File: src/sv/mrpt_pkg.sv
// Package: defaults, verdict codes and the witness prime table for the Miller-Rabin unit.
package mrpt_pkg;

   localparam int unsigned WIDTH_DEF      = 64;
   localparam int unsigned BASE_DEPTH_DEF = 64;
   localparam int unsigned CAND_W         = 64;
   localparam int unsigned ROUNDS_W       = 7;
   localparam int unsigned VERDICT_W      = 2;
   localparam int unsigned PRIME_W        = 10;
   localparam int unsigned PRIME_CNT      = 128;

   localparam logic [ROUNDS_W-1:0] ROUNDS_RESET = 7'd20;

   localparam logic [VERDICT_W-1:0] VERDICT_COMPOSITE = 2'd0;
   localparam logic [VERDICT_W-1:0] VERDICT_PROBABLE  = 2'd1;
   localparam logic [VERDICT_W-1:0] VERDICT_PRIME     = 2'd2;

   localparam logic [PRIME_W-1:0] PRIMES [PRIME_CNT] = '{
      10'd2,   10'd3,   10'd5,   10'd7,   10'd11,  10'd13,  10'd17,  10'd19,
      10'd23,  10'd29,  10'd31,  10'd37,  10'd41,  10'd43,  10'd47,  10'd53,
      10'd59,  10'd61,  10'd67,  10'd71,  10'd73,  10'd79,  10'd83,  10'd89,
      10'd97,  10'd101, 10'd103, 10'd107, 10'd109, 10'd113, 10'd127, 10'd131,
      10'd137, 10'd139, 10'd149, 10'd151, 10'd157, 10'd163, 10'd167, 10'd173,
      10'd179, 10'd181, 10'd191, 10'd193, 10'd197, 10'd199, 10'd211, 10'd223,
      10'd227, 10'd229, 10'd233, 10'd239, 10'd241, 10'd251, 10'd257, 10'd263,
      10'd269, 10'd271, 10'd277, 10'd281, 10'd283, 10'd293, 10'd307, 10'd311,
      10'd313, 10'd317, 10'd331, 10'd337, 10'd347, 10'd349, 10'd353, 10'd359,
      10'd367, 10'd373, 10'd379, 10'd383, 10'd389, 10'd397, 10'd401, 10'd409,
      10'd419, 10'd421, 10'd431, 10'd433, 10'd439, 10'd443, 10'd449, 10'd457,
      10'd461, 10'd463, 10'd467, 10'd479, 10'd487, 10'd491, 10'd499, 10'd503,
      10'd509, 10'd521, 10'd523, 10'd541, 10'd547, 10'd557, 10'd563, 10'd569,
      10'd571, 10'd577, 10'd587, 10'd593, 10'd599, 10'd601, 10'd607, 10'd613,
      10'd617, 10'd619, 10'd631, 10'd641, 10'd643, 10'd647, 10'd653, 10'd659,
      10'd661, 10'd673, 10'd677, 10'd683, 10'd691, 10'd701, 10'd709, 10'd719
   };

   typedef enum logic [1:0] {
      MUL_R = 2'd0,
      MUL_B = 2'd1,
      MUL_X = 2'd2
   } mul_kind_type;

endpackage

File: src/sv/mrpt_if.sv
// Valid/ready channel interfaces for candidate requests and verdict responses.
interface mrpt_req_if;
   import mrpt_pkg::*;
   logic              valid;
   logic              ready;
   logic [CAND_W-1:0] candidate;
   modport source (output valid, output candidate, input ready);
   modport sink   (input valid, input candidate, output ready);
endinterface

interface mrpt_rsp_if;
   import mrpt_pkg::*;
   logic                 valid;
   logic                 ready;
   logic [VERDICT_W-1:0] verdict;
   modport source (output valid, output verdict, input ready);
   modport sink   (input valid, input verdict, output ready);
endinterface

File: src/sv/miller_rabin_prime_test_unit.sv
// Miller-Rabin unit: one transaction in, one verdict out, all modular multiplies on a shared mod-add unit.
// Timing: one candidate at a time. First p-1 is split into s * 2^t; each round then
// reduces the base, then does one modular multiply per set bit and per bit of s plus
// up to t squarings; every modular multiply runs on the single shared add-and-reduce
// datapath. The unit is not ready from acceptance until the verdict is taken; the
// register num_rounds (reset 20) is written through csr_we/csr_wdata.
module miller_rabin_prime_test_unit #(
   parameter int unsigned WIDTH            = mrpt_pkg::WIDTH_DEF,
   parameter int unsigned BASE_TABLE_DEPTH = mrpt_pkg::BASE_DEPTH_DEF
) (
   input  logic                          clock,
   input  logic                          reset,
   mrpt_req_if.sink                      req_chan,
   mrpt_rsp_if.source                    rsp_chan,
   input  logic                          csr_we,
   input  logic [mrpt_pkg::ROUNDS_W-1:0] csr_wdata
);
   import mrpt_pkg::*;

   localparam int unsigned EW = (WIDTH > PRIME_W) ? WIDTH : PRIME_W;
   localparam int unsigned TW = (WIDTH > 1) ? $clog2(WIDTH) : 1;
   localparam int unsigned DW = 11;

   typedef enum logic [7:0] {
      ST_IDLE   = 8'b0000_0001,
      ST_SPLIT  = 8'b0000_0010,
      ST_ROUND  = 8'b0000_0100,
      ST_REDUCE = 8'b0000_1000,
      ST_POW    = 8'b0001_0000,
      ST_MUL    = 8'b0010_0000,
      ST_SQ     = 8'b0100_0000,
      ST_RESP   = 8'b1000_0000
   } state_type;

   state_type            state_ff, state_in;
   logic [ROUNDS_W-1:0]  num_rounds_ff, num_rounds_in;
   logic [ROUNDS_W-1:0]  rounds_ff, rounds_in;
   logic [ROUNDS_W-1:0]  idx_ff, idx_in;
   logic [WIDTH-1:0]     p_ff, p_in;
   logic [WIDTH-1:0]     s_ff, s_in;
   logic [WIDTH-1:0]     e_ff, e_in;
   logic [TW-1:0]        t_ff, t_in;
   logic [TW-1:0]        j_ff, j_in;
   logic [EW-1:0]        base_ff, base_in;
   logic [WIDTH-1:0]     r_ff, r_in;
   logic [WIDTH-1:0]     b_ff, b_in;
   logic [WIDTH-1:0]     ma_ff, ma_in;
   logic [WIDTH-1:0]     mb_ff, mb_in;
   logic [WIDTH-1:0]     acc_ff, acc_in;
   logic [TW-1:0]        cnt_ff, cnt_in;
   logic                 phase_ff, phase_in;
   mul_kind_type         kind_ff, kind_in;
   logic [VERDICT_W-1:0] verdict_ff, verdict_in;

   logic [WIDTH-1:0] add_x, add_y, add_out;
   logic [WIDTH:0]   add_sum;
   logic [WIDTH:0]   add_red;
   logic [PRIME_W-1:0] prime_sel;
   logic [ROUNDS_W-1:0] rounds_cap;
   logic [EW-1:0]    p_ext;

   // shared modular adder: (x + y) mod p, operands below p
   assign add_sum = {1'b0, add_x} + {1'b0, add_y};
   assign add_red = add_sum - {1'b0, p_ff};
   assign add_out = (add_sum >= {1'b0, p_ff}) ? add_red[WIDTH-1:0] : add_sum[WIDTH-1:0];

   assign add_x = acc_ff;
   assign add_y = phase_ff ? ma_ff : acc_ff;

   assign prime_sel  = PRIMES[idx_ff];
   assign p_ext      = EW'(p_ff);
   assign rounds_cap = (DW'(num_rounds_ff) > DW'(BASE_TABLE_DEPTH))
                       ? ROUNDS_W'(BASE_TABLE_DEPTH) : num_rounds_ff;

   assign req_chan.ready = (state_ff == ST_IDLE);
   assign rsp_chan.valid = (state_ff == ST_RESP);
   assign rsp_chan.verdict = verdict_ff;

   always_comb begin
      state_in      = state_ff;
      num_rounds_in = csr_we ? csr_wdata : num_rounds_ff;
      rounds_in     = rounds_ff;
      idx_in        = idx_ff;
      p_in          = p_ff;
      s_in          = s_ff;
      e_in          = e_ff;
      t_in          = t_ff;
      j_in          = j_ff;
      base_in       = base_ff;
      r_in          = r_ff;
      b_in          = b_ff;
      ma_in         = ma_ff;
      mb_in         = mb_ff;
      acc_in        = acc_ff;
      cnt_in        = cnt_ff;
      phase_in      = phase_ff;
      kind_in       = kind_ff;
      verdict_in    = verdict_ff;
      unique case (state_ff)
         ST_IDLE: begin
            if (req_chan.valid) begin
               p_in      = req_chan.candidate[WIDTH-1:0];
               s_in      = req_chan.candidate[WIDTH-1:0] - WIDTH'(1);
               t_in      = '0;
               idx_in    = '0;
               rounds_in = rounds_cap;
               if (req_chan.candidate[WIDTH-1:0] < WIDTH'(2)) begin
                  verdict_in = VERDICT_COMPOSITE;
                  state_in   = ST_RESP;
               end else begin
                  state_in = ST_SPLIT;
               end
            end
         end
         ST_SPLIT: begin
            if (!s_ff[0]) begin
               s_in = s_ff >> 1;
               t_in = t_ff + TW'(1);
            end else begin
               state_in = ST_ROUND;
            end
         end
         ST_ROUND: begin
            if (idx_ff == rounds_ff) begin
               verdict_in = VERDICT_PROBABLE;
               state_in   = ST_RESP;
            end else if (EW'(prime_sel) == p_ext) begin
               verdict_in = VERDICT_PRIME;
               state_in   = ST_RESP;
            end else begin
               base_in  = EW'(prime_sel);
               state_in = ST_REDUCE;
            end
         end
         ST_REDUCE: begin
            if (base_ff >= p_ext) begin
               base_in = base_ff - p_ext;
            end else begin
               b_in     = base_ff[WIDTH-1:0];
               r_in     = WIDTH'(1);
               e_in     = s_ff;
               state_in = ST_POW;
            end
         end
         ST_POW: begin
            if (e_ff == '0) begin
               j_in = '0;
               if (r_ff == WIDTH'(1)) begin
                  idx_in   = idx_ff + ROUNDS_W'(1);
                  state_in = ST_ROUND;
               end else begin
                  state_in = ST_SQ;
               end
            end else begin
               ma_in    = e_ff[0] ? r_ff : b_ff;
               mb_in    = b_ff;
               kind_in  = e_ff[0] ? MUL_R : MUL_B;
               acc_in   = '0;
               cnt_in   = TW'(WIDTH - 1);
               phase_in = 1'b0;
               state_in = ST_MUL;
            end
         end
         ST_SQ: begin
            if (j_ff == t_ff) begin
               verdict_in = VERDICT_COMPOSITE;
               state_in   = ST_RESP;
            end else if (r_ff == p_ff - WIDTH'(1)) begin
               idx_in   = idx_ff + ROUNDS_W'(1);
               state_in = ST_ROUND;
            end else begin
               ma_in    = r_ff;
               mb_in    = r_ff;
               kind_in  = MUL_X;
               acc_in   = '0;
               cnt_in   = TW'(WIDTH - 1);
               phase_in = 1'b0;
               state_in = ST_MUL;
            end
         end
         ST_MUL: begin
            if (!phase_ff) begin
               acc_in   = add_out;
               phase_in = 1'b1;
            end else begin
               if (mb_ff[WIDTH-1]) begin
                  acc_in = add_out;
               end
               mb_in    = mb_ff << 1;
               phase_in = 1'b0;
               cnt_in   = cnt_ff - TW'(1);
               if (cnt_ff == '0) begin
                  unique case (kind_ff)
                     MUL_R: begin
                        r_in     = mb_ff[WIDTH-1] ? add_out : acc_ff;
                        ma_in    = b_ff;
                        mb_in    = b_ff;
                        kind_in  = MUL_B;
                        acc_in   = '0;
                        cnt_in   = TW'(WIDTH - 1);
                        state_in = ST_MUL;
                     end
                     MUL_B: begin
                        b_in     = mb_ff[WIDTH-1] ? add_out : acc_ff;
                        e_in     = e_ff >> 1;
                        state_in = ST_POW;
                     end
                     MUL_X: begin
                        r_in     = mb_ff[WIDTH-1] ? add_out : acc_ff;
                        j_in     = j_ff + TW'(1);
                        state_in = ST_SQ;
                     end
                     default: begin
                        state_in = ST_IDLE;
                     end
                  endcase
               end
            end
         end
         ST_RESP: begin
            if (rsp_chan.ready) begin
               state_in = ST_IDLE;
            end
         end
         default: begin
            state_in = ST_IDLE;
         end
      endcase
   end

   always_ff @(posedge clock) begin
      if (reset) begin
         state_ff      <= ST_IDLE;
         num_rounds_ff <= ROUNDS_RESET;
      end else begin
         state_ff      <= state_in;
         num_rounds_ff <= num_rounds_in;
      end
   end

   always_ff @(posedge clock) begin
      rounds_ff  <= rounds_in;
      idx_ff     <= idx_in;
      p_ff       <= p_in;
      s_ff       <= s_in;
      e_ff       <= e_in;
      t_ff       <= t_in;
      j_ff       <= j_in;
      base_ff    <= base_in;
      r_ff       <= r_in;
      b_ff       <= b_in;
      ma_ff      <= ma_in;
      mb_ff      <= mb_in;
      acc_ff     <= acc_in;
      cnt_ff     <= cnt_in;
      phase_ff   <= phase_in;
      kind_ff    <= kind_in;
      verdict_ff <= verdict_in;
   end

endmodule

File: src/flat_wrapper.sv
// flat-port wrapper written by rule: the top's interface ports become plain ports
module miller_rabin_prime_test_unit_flat import mrpt_pkg::*;
#(
   parameter int unsigned WIDTH            = mrpt_pkg::WIDTH_DEF,
   parameter int unsigned BASE_TABLE_DEPTH = mrpt_pkg::BASE_DEPTH_DEF
)
  (clock, reset, csr_we, csr_wdata, req_chan_valid, req_chan_candidate, req_chan_ready, rsp_chan_valid, rsp_chan_verdict, rsp_chan_ready);
  mrpt_req_if req_chan_i ();
  mrpt_rsp_if rsp_chan_i ();
  input  logic clock;
  input  logic reset;
  input  logic csr_we;
  input  logic [mrpt_pkg::ROUNDS_W-1:0] csr_wdata;
  input wire logic [$bits(req_chan_i.valid)-1:0] req_chan_valid;
  input wire logic [$bits(req_chan_i.candidate)-1:0] req_chan_candidate;
  output wire logic [$bits(req_chan_i.ready)-1:0] req_chan_ready;
  output wire logic [$bits(rsp_chan_i.valid)-1:0] rsp_chan_valid;
  output wire logic [$bits(rsp_chan_i.verdict)-1:0] rsp_chan_verdict;
  input wire logic [$bits(rsp_chan_i.ready)-1:0] rsp_chan_ready;
  assign req_chan_i.valid = req_chan_valid;
  assign req_chan_i.candidate = req_chan_candidate;
  assign req_chan_ready = req_chan_i.ready;
  assign rsp_chan_valid = rsp_chan_i.valid;
  assign rsp_chan_verdict = rsp_chan_i.verdict;
  assign rsp_chan_i.ready = rsp_chan_ready;
  miller_rabin_prime_test_unit #(.WIDTH(WIDTH), .BASE_TABLE_DEPTH(BASE_TABLE_DEPTH)) u_core (.clock(clock), .reset(reset), .req_chan(req_chan_i), .rsp_chan(rsp_chan_i), .csr_we(csr_we), .csr_wdata(csr_wdata));
endmodule
File: config.mk
export PLATFORM = sky130hd
export DESIGN_NAME = miller_rabin_prime_test_unit_flat
export DESIGN_NICKNAME = d
export VERILOG_FILES = /design/src/sv/mrpt_pkg.sv /design/src/sv/mrpt_if.sv /design/src/sv/miller_rabin_prime_test_unit.sv /design/src/flat_wrapper.sv
export SDC_FILE = /design/constraint.sdc
export NUM_CORES = 2
export LEC_CHECK = 0
export BUFFER_PORTS_ARGS = -buffer_cell sky130_fd_sc_hd__buf_4
export CORE_MARGIN = 2
export CORE_UTILIZATION = 25
export CTS_CLUSTER_SIZE = 8
export DETAILED_ROUTE_END_ITERATION = 8
export GPL_TIMING_DRIVEN = 1
export HOLD_SLACK_MARGIN = 0.06
export PLACE_DENSITY = 0.45
export SLEW_MARGIN = 20
export SYNTH_ARGS = -nofsm -noshare
export SYNTH_HDL_FRONTEND = slang
export SYNTH_SLANG_ARGS = --single-unit
export TNS_END_PERCENT = 10
File: constraint.sdc
create_clock -name clock -period 30.1 [get_ports clock]
set_clock_uncertainty 0.15 [all_clocks]
set_input_delay 1.505 -clock clock [delete_from_list [all_inputs] [get_ports clock]]
set_output_delay 1.505 -clock clock [all_outputs]
set_load 0.05 [all_outputs]
==> impl_summary.md <==
Outcome
The run finished with clean final reports.

Drt
After detailed routing, the average wire length per cell comes to 24.9 um. The number of vias per cell is 5.31. The number of routed nets with antenna violations is 0. In the routed design, unresolved DRC markers number 0. The total wire length after detailed routing is 181 mm.

The violation count after the first detailed-route iteration is 3870. The number of detailed-route iterations in the first pass is 6. The total via count in the routed design is 38512.

Synthesis
Of all cell types, the one taking the most synthesized area is edfxtp_1. After synthesis, the share of flip-flops with an asynchronous set or reset is 0%. The portion of synthesized cell area occupied by the leading cell type is 41.8%. The Yosys step of the flow raised 0 warnings. The count of cell types in the netlist is 91.

The fraction of the yosys area taken by sequential cells is 42.5%. In the post-synthesis netlist, the biggest area contributors are edfxtp_1 (42%), nand2_1 (7.1%), ha_1 (5.9%). A synthesized cell averages 9.07 um2. The synthesized netlist cell count is 4858.

Counting flops with a built-in enable in the synthesized netlist gives 613. The register bit total from synthesis is 628. When the netlist entered floorplanning its net count stood at 5144. Among all flip-flop cells after synthesis, the most frequent one is edfxtp_1. The area of the mapped netlist is 44100 um2.

Clocking
TritonCTS built the clock tree. In this run, CTS created clock tree buffers numbering 92. The hold-fix buffer count after cts is 0. The number of H-tree levels is 3. In this run the post-CTS setup repair buffer count came out at 0. At the later pin of the worst-skew pair, clock insertion delay measures 720 ps. The clock-pin transition on the worst setup and hold timing paths is 60 ps.

The clock sink total is 628. The clock root buffer master is clkbuf_16. The post-CTS resize count is 0. The worst-case clock buffer depth is 3.

Global routing
Global routing finished with a remaining overflow of 0. The initial antenna violation count was 11. In the global route stage, met1 resource usage came out at 28.3%.

The met3 layer usage reported by global route is 2.40%. The number of global-route vias before repair is 36803. The global-route wire length before repair is 261 mm.

Global routing consumed, over all layers together, 19.6% of the routing resources. The largest net degree at the start of global routing is 74. The layer flagged by global routing as most heavily used is met2. The met2 layer usage reported by global route is 29.7%.

Setup path
The largest fanout on the critical path is 41. The type of element capturing the critical path is a flop. The largest individual stage delay along the critical path comes from the cell o21ai_0. By startpoint and endpoint, the worst setup path is classified as flop to flop. The arrival time at the worst endpoint is 9540 ps.

The most frequent cell on the critical path is o21ai_0. The stage delay of the slowest cell on the critical path is 850 ps. At the worst endpoint, the required time is 30420 ps. The type of element launching the critical path is a flop.

Layout
The count of placed standard cells in the final layout, fillers left out is 7248. In the final layout, the multi-input gates occupy 24000 um2. The fill cell instance count of the final layout is 18638.

For this run, the post-layout net count is 5138. The final design instance area without fill is 49900 um2. The area growth from synthesis to layout is 13.3%. The utilization after layout is 28.4%. The share of layout cells above drive strength 1 is 7.79%. The sequential cells in the finished layout cover a total of 18700 um2.

STA
The worst hold slack is 346 ps. The setup total negative slack is 0 ps. The final period utilization is 30.7%.

The final count of hold timing violations was 0. The number of slew-limit violations in the final report came to 0. The relative slew slack is 17.4%. For the pin with the worst max-slew slack, the measured transition is 1240 ps. In the post-route analysis, the smallest setup slack over all paths is 20870 ps. The minimum period implied by the final worst setup slack is 9230 ps.

For this run, the top clock speed supported by timing is 0.108 GHz. Setup repair after global routing left no endpoint under its margin. The number of setup violations in the final report is 0.

Floorplanning
The placeable core region is 176000 um2. For this configuration, the core starts out at a cell density of 25.1%. Measured along the x axis, the die boundary spans 424 um.

For this design the top-level I/O count stands at 80. The number of placement rows is 154. The die is 424 um tall. The floorplan step defined a die boundary enclosing 180000 um2.

Power
The total power is 3.27 mW. In this run the static leakage power is 17.8 nW. Power spread over the standard cell area amounts to 65.6 nW/um2. The maximum VDD drop is 44.9 uV.

Run
Max-cap violations in this run came to 0.

Place
The worst slack after detailed placement is 21020 ps. The HPWL after detailed placement is 135 mm. In this run, placement finished with an instance count of 7098. The weighted congestion at the end of routability-driven global placement is 0.947.

The count of buffers from port buffering is 79. In this run the cell area measured after placement is 47200 um2.

Min path
The worst hold path belongs to the class flop to flop.
## final timing paths
path / end / from / slack (ps) / cells after the start
worst max-delay path: u_core.acc_ff[35]$_SDFFCE_PN0P_ / u_core.phase_ff$_SDFFCE_PN0P_ / 20870 / 25
worst min register to register: u_core.num_rounds_ff[3]$_SDFFE_PP0P_ / u_core.num_rounds_ff[3]$_SDFFE_PP0P_ / 350 / 2
worst max register to register: u_core.acc_ff[35]$_SDFFCE_PN0P_ / u_core.phase_ff$_SDFFCE_PN0P_ / 20870 / 25
worst min-delay path: u_core.num_rounds_ff[3]$_SDFFE_PP0P_ / u_core.num_rounds_ff[3]$_SDFFE_PP0P_ / 350 / 2
## synth_stat cells, types with 84 or more instances
cell      instances
a21o_1          122
a21oi_1         382
clkbuf_1        216
edfxtp_1        613
ha_1            207
inv_1           150
nand2_1         832
nand3_1          99
nor2_1          393
nor3_1          104
nor4_1           84
o21ai_0         261
xnor2_1         215
xor2_1          126
## routing by layer
metal	share of wire, %	vias up
met5	0	-
met4	3.7	0
met3	5.9	238
met2	43	1334
met1	47	19037
li1	-	17903
## worst max-delay path, delay by kind of cell (launching register included)
family,cells,cell delay (ps)
AO/OA/AOI/OAI,14,4740
flip-flops,1,340
AND/OR/NAND/NOR,4,1220
multiplexers,2,580
adder cells (fa/ha/maj),2,750
buffers and inverters,3,1100
## cell usage in the layout (no fill, tap or decap), types with 15 or more instances in the layout
cell type	n
mux2i_1	64
a21o_1	122
o22ai_1	30
and2_1	32
inv_1	147
o31ai_1	20
o21bai_1	48
nand2_1	830
buf_4	140
a211o_1	22
or3_1	35
a21oi_1	380
o21ai_0	260
a22oi_1	69
edfxtp_1	613
clkbuf_1	33
or4_1	25
nand4_1	82
nor2b_1	50
nand3_1	98
nand2b_1	36
dfxtp_1	15
nor4_1	82
o211ai_1	31
clkbuf_16	94
a31oi_1	50
nor2_1	389
and3_1	26
mux2_2	75
xor2_1	126
nor3_1	103
xnor2_1	215
o21a_1	28
a211oi_1	53
or2_2	15
ha_1	207
## layout make-up
class / count / share of cell area [%]
multi-input cells: 3838 / 48.0
well taps: 2340 / 5.86
repair buffers: 140 / 2.10
clock buffers: 127 / 4.96
flip-flops and latches: 628 / 37.5
inverters: 152 / 1.15
diodes: 6 / 0.0301
clock inverters: 17 / 0.388
## sequential cells by signal (all words and copies together) (netlist names), 6 cells and up
| signal | flops |
|---|---|
| u_core.e_ff | 64 |
| u_core.s_ff | 64 |
| u_core.mb_ff | 64 |
| u_core.j_ff | 6 |
| u_core.b_ff | 64 |
| u_core.base_ff | 64 |
| u_core.idx_ff | 7 |
| u_core.cnt_ff | 6 |
| u_core.acc_ff | 64 |
| u_core.rounds_ff | 7 |
| u_core.state_ff | 8 |
| u_core.t_ff | 6 |
| u_core.r_ff | 64 |
| u_core.p_ext | 64 |
| u_core.num_rounds_ff | 7 |
| u_core.ma_ff | 64 |
## report_power, final
part | switching (mW) | internal (mW) | total (mW) | leakage [nW]
clock | 0.419 | 0.585 | 1.00 | 1.29
sequential | 0.0805 | 1.07 | 1.15 | 5.32
combinational | 0.732 | 0.390 | 1.12 | 11.2
## logic make-up (layout without fill, tap and decap cells)
logic type               after synthesis  count (layout)  share of synthesized area (%)
AND/OR/NAND/NOR                     1883            1883                           19.7
multiplexers                         142             142                           3.52
XOR/XNOR                             341             341                           6.78
flip-flops                           628             628                           42.5
buffers and inverters                392             436                           3.36
adder cells (fa/ha/maj)              210             210                           6.01
AO/OA/AOI/OAI                       1262            1262                           18.2
other                                  0               6                              0
Note: power is estimated with default switching activity, not from simulation.
